--- src/hw/rtl/trs_pkg.sv ---
// Shared types, constants and command/status structs for the tile residency scanner.
package trs_pkg;

  localparam int GRID  = 5;
  localparam int SLOTS = 32;
  localparam int SLOT_W = (SLOTS > 1) ? $clog2(SLOTS) : 1;
  localparam int WIN_N = GRID * GRID;
  localparam int WIN_W = $clog2(WIN_N + 1);
  localparam int GRID_W = $clog2(GRID + 1);
  localparam int TILE_W = 25;
  localparam int LO_OFF = (GRID - 1) / 2;
  localparam logic [15:0] EXTENT_RESET = 16'd1000;

  localparam logic [1:0] KIND_EVICT = 2'd0;
  localparam logic [1:0] KIND_LOAD  = 2'd1;
  localparam logic [1:0] KIND_NONE  = 2'd2;

  typedef struct packed {
    logic start;      // latch camera, start home divide
    logic div_step;   // one quotient bit
    logic calc_home;  // sign-fix quotients into home tile
    logic slot_clr;   // reset slot counter
    logic slot_inc;
    logic evict;      // clear current slot valid
    logic win_clr;    // reset window cursor, best
    logic win_inc;
    logic dist_a;     // product stage for distance
    logic dist_b;     // compare stage
    logic load;       // write best tile into free slot
  } trs_cmd_t;

  typedef struct packed {
    logic div_done;
    logic slot_last;
    logic slot_out;    // current slot valid and outside window
    logic slot_hit;    // some scanned slot valid and equal to window tile
    logic win_last;
    logic found;
    logic have_free;
  } trs_sts_t;

endpackage

--- src/hw/rtl/trs_ctrl.sv ---
// Controller: sequences divide, eviction scan, window scan and result output.
module trs_ctrl import trs_pkg::*; (
  input  logic                     clk,
  input  logic                     rst_n,
  input  logic                     in_tvalid,
  output logic                     in_tready,
  output logic                     out_tvalid,
  input  logic                     out_tready,
  output logic [1:0]               o_kind,
  output logic                     o_last,
  output logic                     o_use_cur,
  input  trs_sts_t                 sts,
  output trs_cmd_t                 cmd
);

  localparam logic [3:0] S_IDLE  = 4'd0;
  localparam logic [3:0] S_DIV   = 4'd1;
  localparam logic [3:0] S_HOME  = 4'd2;
  localparam logic [3:0] S_EVSCN = 4'd3;
  localparam logic [3:0] S_EVOUT = 4'd4;
  localparam logic [3:0] S_WSCN  = 4'd5;
  localparam logic [3:0] S_WD1   = 4'd6;
  localparam logic [3:0] S_WD2   = 4'd7;
  localparam logic [3:0] S_WD3   = 4'd8;
  localparam logic [3:0] S_FIN   = 4'd9;
  localparam logic [3:0] S_OUT   = 4'd10;
  localparam logic [3:0] S_WPRE  = 4'd11;

  logic [3:0] state_r, state_nxt;
  logic [1:0] kind_r, kind_nxt;
  logic       hold_r, hold_nxt;   // distance compare pending after the square stage

  always_ff @(posedge clk) begin
    if (!rst_n) begin
      state_r <= S_IDLE;
      kind_r  <= KIND_NONE;
      hold_r  <= 1'b0;
    end else begin
      state_r <= state_nxt;
      kind_r  <= kind_nxt;
      hold_r  <= hold_nxt;
    end
  end

  assign in_tready  = (state_r == S_IDLE);
  assign out_tvalid = (state_r == S_EVOUT) || (state_r == S_OUT);
  assign o_kind     = (state_r == S_EVOUT) ? KIND_EVICT : kind_r;
  assign o_last     = (state_r == S_OUT);
  assign o_use_cur  = (state_r == S_EVOUT);

  always_comb begin
    state_nxt = state_r;
    kind_nxt  = kind_r;
    hold_nxt  = hold_r;
    cmd       = '0;
    case (state_r)
      S_IDLE: begin
        if (in_tvalid) begin
          cmd.start = 1'b1;
          state_nxt = S_DIV;
        end
      end
      S_DIV: begin
        if (sts.div_done) state_nxt = S_HOME;
        else cmd.div_step = 1'b1;
      end
      S_HOME: begin
        cmd.calc_home = 1'b1;
        cmd.slot_clr  = 1'b1;
        state_nxt     = S_EVSCN;
      end
      // One slot read per cycle while no eviction word waits; the check sees the slot read the cycle before.
      S_EVSCN: begin
        if (sts.slot_out) begin
          cmd.evict = 1'b1;
          state_nxt = S_EVOUT;
        end else if (sts.slot_last) begin
          cmd.win_clr = 1'b1;
          state_nxt   = S_WPRE;
        end else begin
          cmd.slot_inc = 1'b1;
        end
      end
      S_EVOUT: begin
        if (out_tready) begin
          if (sts.slot_last) begin
            cmd.win_clr = 1'b1;
            state_nxt   = S_WPRE;
          end else begin
            cmd.slot_inc = 1'b1;
            state_nxt    = S_EVSCN;
          end
        end
      end
      S_WPRE: begin
        cmd.slot_clr = 1'b1;
        state_nxt    = S_WSCN;
      end
      S_WSCN: begin
        if (sts.slot_last) state_nxt = S_WD1;
        else cmd.slot_inc = 1'b1;
      end
      S_WD1: begin
        if (!sts.slot_hit) state_nxt = S_WD2;  // not resident: on to the square stage
        else state_nxt = S_WD3;
      end
      S_WD2: begin
        if (sts.slot_hit) begin
          state_nxt = S_WD3;
        end else begin
          cmd.dist_a = 1'b1;
          state_nxt  = S_FIN;
          hold_nxt   = 1'b1;
        end
      end
      S_FIN: begin
        if (hold_r) begin
          cmd.dist_b = 1'b1;
          hold_nxt   = 1'b0;
        end
        state_nxt = S_WD3;
      end
      S_WD3: begin
        if (sts.win_last) begin
          if (sts.found && sts.have_free) begin
            cmd.load = 1'b1;
            kind_nxt = KIND_LOAD;
          end else begin
            kind_nxt = KIND_NONE;
          end
          state_nxt = S_OUT;
        end else begin
          cmd.win_inc  = 1'b1;
          cmd.slot_clr = 1'b1;
          state_nxt    = S_WSCN;
        end
      end
      S_OUT: begin
        if (out_tready) state_nxt = S_IDLE;
      end
      default: state_nxt = S_IDLE;
    endcase
  end

  a_ready_idle: assert property (@(posedge clk) disable iff (!rst_n)
    in_tready |-> !out_tvalid) else $error("accepting while output pending");
  a_out_hold: assert property (@(posedge clk) disable iff (!rst_n)
    out_tvalid && !out_tready |=> out_tvalid) else $error("output dropped");
  a_load_once: assert property (@(posedge clk) disable iff (!rst_n)
    cmd.load |=> state_r == S_OUT) else $error("load outside final step");

endmodule

--- config.mk ---
export PLATFORM = sky130hd
export DESIGN_NAME = trs_ctrl
export DESIGN_NICKNAME = d
export VERILOG_FILES = /design/src/hw/rtl/trs_pkg.sv /design/src/hw/rtl/trs_ctrl.sv
export SDC_FILE = /design/constraint.sdc
export NUM_CORES = 1
export LEC_CHECK = 0
export BUFFER_PORTS_ARGS = -buffer_cell sky130_fd_sc_hd__buf_2
export CORE_AREA = 2 2 51 44
export CTS_CLUSTER_DIAMETER = 100
export DETAILED_ROUTE_END_ITERATION = 10
export DIE_AREA = 0 0 53 46
export MAX_ROUTING_LAYER = met4
export PLACE_DENSITY = 0.76
export RECOVER_POWER = 50
export SLEW_MARGIN = 30
export SYNTH_ARGS = -nofsm -noshare
export SYNTH_HDL_FRONTEND = slang
export SYNTH_SLANG_ARGS = --single-unit
export TNS_END_PERCENT = 5
--- constraint.sdc ---
create_clock -name clk -period 1.5 [get_ports clk]
set_input_delay 0.3 -clock clk [delete_from_list [all_inputs] [get_ports clk]]
set_output_delay 0.3 -clock clk [all_outputs]
set_load 0.05 [all_outputs]
==> impl_metrics.prom <==
# TYPE chip_impl_metric gauge
chip_impl_info{name="result_of_the_run",value="finished with violations"} 1
chip_impl_info{name="violations",value="setup timing"} 1
chip_impl_info{name="hold_class",value="input pin to register"} 1
chip_impl_metric{name="slew_viol_final",unit=""} 0
chip_impl_metric{name="timing.critical_path.fanout_max",unit=""} 5
chip_impl_info{name="category_of_the_worst_setup_path_capture_point",value="output port"} 1
chip_impl_info{name="timing.critical_path.from",value="state_r[0]"} 1
chip_impl_metric{name="synthesis.area_per_instance",unit="µm²"} 7.29
chip_impl_metric{name="dieWidth",unit="µm"} 53
chip_impl_info{name="rsz_0062_raised_after_global_routing",value="yes"} 1
chip_impl_info{name="yosys-top-cells-area",value="dfxtp_1 17%, nor2b_1 7.0%, nor2_1 4.7%, nand2b_1 3.9%, buf_2 3.7%"} 1
chip_impl_metric{name="final_hold_viol_count",unit=""} 0
chip_impl_info{name="min-delay-start",value="rst_n"} 1
chip_impl_info{name="cp_top_family",value="compound AO/OA/AOI/OAI gates"} 1
chip_impl_metric{name="synthDominantCellAreaShare",unit=""} 0.175
chip_impl_metric{name="synth_seq_cells",unit=""} 7
chip_impl_metric{name="antenna-diode-count",unit=""} 0
chip_impl_metric{name="grt_remaining_overflow",unit=""} 0
chip_impl_metric{name="multiInputGateArea",unit="µm²"} 746
chip_impl_metric{name="finalSetupViolations",unit=""} 21
chip_impl_info{name="worst_setup_path_start_kind",value="register"} 1
chip_impl_metric{name="antenna_found_initial",unit=""} 0
chip_impl_metric{name="floorplan.die_area",unit="µm²"} 2440
chip_impl_metric{name="final_area",unit="µm²"} 1510
chip_impl_metric{name="drv_cap",unit=""} 0
chip_impl_metric{name="synth-seq-area-share",unit=""} 0.175
chip_impl_metric{name="postLayoutSetupSlackWorst",unit="ps"} -347
chip_impl_metric{name="number_of_enable_type_register_cells_in_the_synthesized_netlist",unit=""} 0
chip_impl_info{name="r2r_start",value="state_r[0]"} 1
chip_impl_metric{name="final_layout_size_suffix_gt1_frac",unit=""} 0.575
chip_impl_metric{name="worst_clock_skew",unit="ps"} 2.25
chip_impl_metric{name="layout_min_cycle_time",unit="ps"} 1850
chip_impl_metric{name="synth_async_sr_flop_share",unit=""} 0
chip_impl_metric{name="timing.final.crit_share",unit=""} 1.23
chip_impl_metric{name="syn-num-nets",unit=""} 121
chip_impl_metric{name="io_buffer_count",unit=""} 27
chip_impl_metric{name="num_ports",unit=""} 28
chip_impl_info{name="critical_path.cell_chain",value="or2_4 > o32a_1 > a2bb2oi_2 > nor2_4 > buf_8"} 1
chip_impl_metric{name="cellPowerDensity",unit="nW/µm²"} 1300
chip_impl_metric{name="required",unit="ps"} 1200
chip_impl_metric{name="ctsLongestPathBuffers",unit=""} 2
chip_impl_metric{name="drc",unit=""} 0
chip_impl_metric{name="timing.fmax",unit="MHz"} 541
chip_impl_metric{name="largest_net_degree_at_the_start_of_global_routing",unit=""} 12
chip_impl_metric{name="drt-wirelength-per-cell",unit="µm"} 16.8
chip_impl_metric{name="via_to_cell_ratio",unit=""} 5.91
chip_impl_metric{name="gate_count_post_synth",unit=""} 110
chip_impl_info{name="critPathKind",value="register to output port"} 1
chip_impl_metric{name="floorplan.rows",unit=""} 15
chip_impl_metric{name="first_global_vias",unit=""} 1045
chip_impl_metric{name="tritoncts.num_buffers",unit=""} 3
chip_impl_metric{name="clock_sink_count",unit=""} 7
chip_impl_info{name="cts_tree",value="yes"} 1
chip_impl_metric{name="syn_to_final_growth",unit="%"} 87.8
chip_impl_metric{name="post-dp-hpwl",unit="mm"} 2.18
chip_impl_metric{name="drtAntennaViolNets",unit=""} 0
chip_impl_metric{name="max_slew.worst_pin.slew",unit="ps"} 387
chip_impl_metric{name="leakagePower",unit="nW"} 0.652
chip_impl_metric{name="worst_skew_pair.late_latency",unit="ps"} 260
chip_impl_metric{name="nNetsFinal",unit=""} 179
chip_impl_metric{name="regArea",unit="µm²"} 153
chip_impl_metric{name="critical_path.max_stage_delay",unit="ps"} 360
chip_impl_metric{name="yosysUniqueCellTypes",unit=""} 43
chip_impl_metric{name="die_y",unit="µm"} 46
chip_impl_metric{name="routed-via-count",unit=""} 1135
chip_impl_info{name="synth-main-ff-cell",value="dfxtp_1"} 1
chip_impl_metric{name="place_area",unit="µm²"} 1250
chip_impl_metric{name="grt_pass1_wl",unit="mm"} 4.68
chip_impl_metric{name="core_box_area",unit="µm²"} 1970
chip_impl_metric{name="worst_ir_drop_vdd",unit="mV"} 1.00
chip_impl_info{name="timing.critical_path.slowest_stage_cell",value="dfxtp_4"} 1
chip_impl_metric{name="ctsHtreeMaxLevel",unit=""} 1
chip_impl_metric{name="worst_slew_margin_rel",unit=""} 0.736
chip_impl_info{name="cts.root.buffer_cell",value="clkbuf_4"} 1
chip_impl_metric{name="syn-cell-area",unit="µm²"} 802
chip_impl_metric{name="critical_path_arrival",unit="ps"} 1550
chip_impl_metric{name="wl",unit="mm"} 3.23
chip_impl_metric{name="critPathBufInv",unit=""} 1
chip_impl_metric{name="drtPass1Iterations",unit=""} 4
chip_impl_metric{name="grt_use_total",unit=""} 0.275
chip_impl_metric{name="gp_congestion",unit=""} 0.925
chip_impl_metric{name="initial_utilization",unit=""} 0.407
chip_impl_metric{name="num-fill-cells",unit=""} 137
chip_impl_metric{name="fin_util",unit=""} 0.764
chip_impl_metric{name="ys_warn_count",unit=""} 0
chip_impl_info{name="synth_largest_area_cell",value="dfxtp_1"} 1
chip_impl_metric{name="fin_setup_tns",unit="ps"} -4500
chip_impl_metric{name="drt-initial-drc-count",unit=""} 38
chip_impl_metric{name="worst_setup_hold_path_clk_slew",unit="ps"} 60
## synthesized netlist by cell type (all sizes together), types with 3 or more instances
cell type	instances
a21oi	4
dfxtp	7
buf	10
nand2	8
and3	3
nor3	5
nand2b	5
nor2b	9
o21ai	8
nor3b	4
nor2	11
## sequential cells by signal (all words and copies together), names as in the netlist
signal	count
hold_r	1
kind_r	2
state_r	4
## final timing paths
path                                    to  slack, ps  depth (start not counted)
worst max-delay path                cmd[6]       -350                          5
worst min-delay path             kind_r[1]        330                          2
worst max register to register  state_r[1]       -180                          6
worst min register to register      hold_r        490                          2
## through the flow
| step | std cells | power [mW] | hold slack [ps] | setup slack (ps) |
|---|---|---|---|---|
| floorplan | 110 | 1.12 | 438 | -336 |
| global placement | 184 | 1.49 | 456 | -182 |
| detailed placement | 184 | 1.51 | 459 | -232 |
| CTS | 188 | 1.82 | 314 | -352 |
| global route | 192 | 2.04 | 357 | -372 |
| finish | 192 | 1.95 | 334 | -347 |
## cells in the final DEF (no fill, tap or decap), types with 4 or more instances in the layout
cell	n
nor2b_1	7
buf_6	15
o21ai_0	4
nor2_1	7
nand2_1	7
buf_4	33
buf_8	4
buf_2	10
## power breakdown
part	total [mW]	leakage, nW	switching, mW	internal [mW]
clock	0.188	0.0150	0.0854	0.103
sequential	0.281	0.0595	0.0545	0.226
combinational	1.48	0.578	0.784	0.700
## logic make-up after synthesis
family,count (synthesis),share of synthesized area
AOI/OAI and AO/OA,27,0.239
buffers and inverters,11,0.0842
DFF,7,0.175
muxes,2,0.0250
and+or+nand+nor,63,0.477
## routing by layer
| layer | wire (µm) | up-vias | global-route usage | share of wire |
|---|---|---|---|---|
| met5 | 0 | - | - | 0 |
| met2 | 1610 | 50 | 0.468 | 0.50 |
| met1 | 1380 | 554 | 0.352 | 0.43 |
| met4 | 46 | 0 | 0.0769 | 0.014 |
| li1 | - | 525 | - | - |
| met3 | 188 | 6 | 0.0197 | 0.058 |
## timing repair
action | 4_1_cts | 5_1_grt
pin swaps | 1 | 7
resized for setup | 43 | 21
hold buffers | 0 | 0
setup endpoints to repair | 23 | 21
setup buffers | 0 | 4
## cell type report
type | instances | area share
clock buffer | 4 | 0.0174
inverter | 1 | 0.00249
multi-input combinational | 92 | 0.495
sequential | 7 | 0.101
tap | 25 | 0.0208
timing repair buffer | 63 | 0.363
No activity file was read; power rests on OpenSTA's default activity.
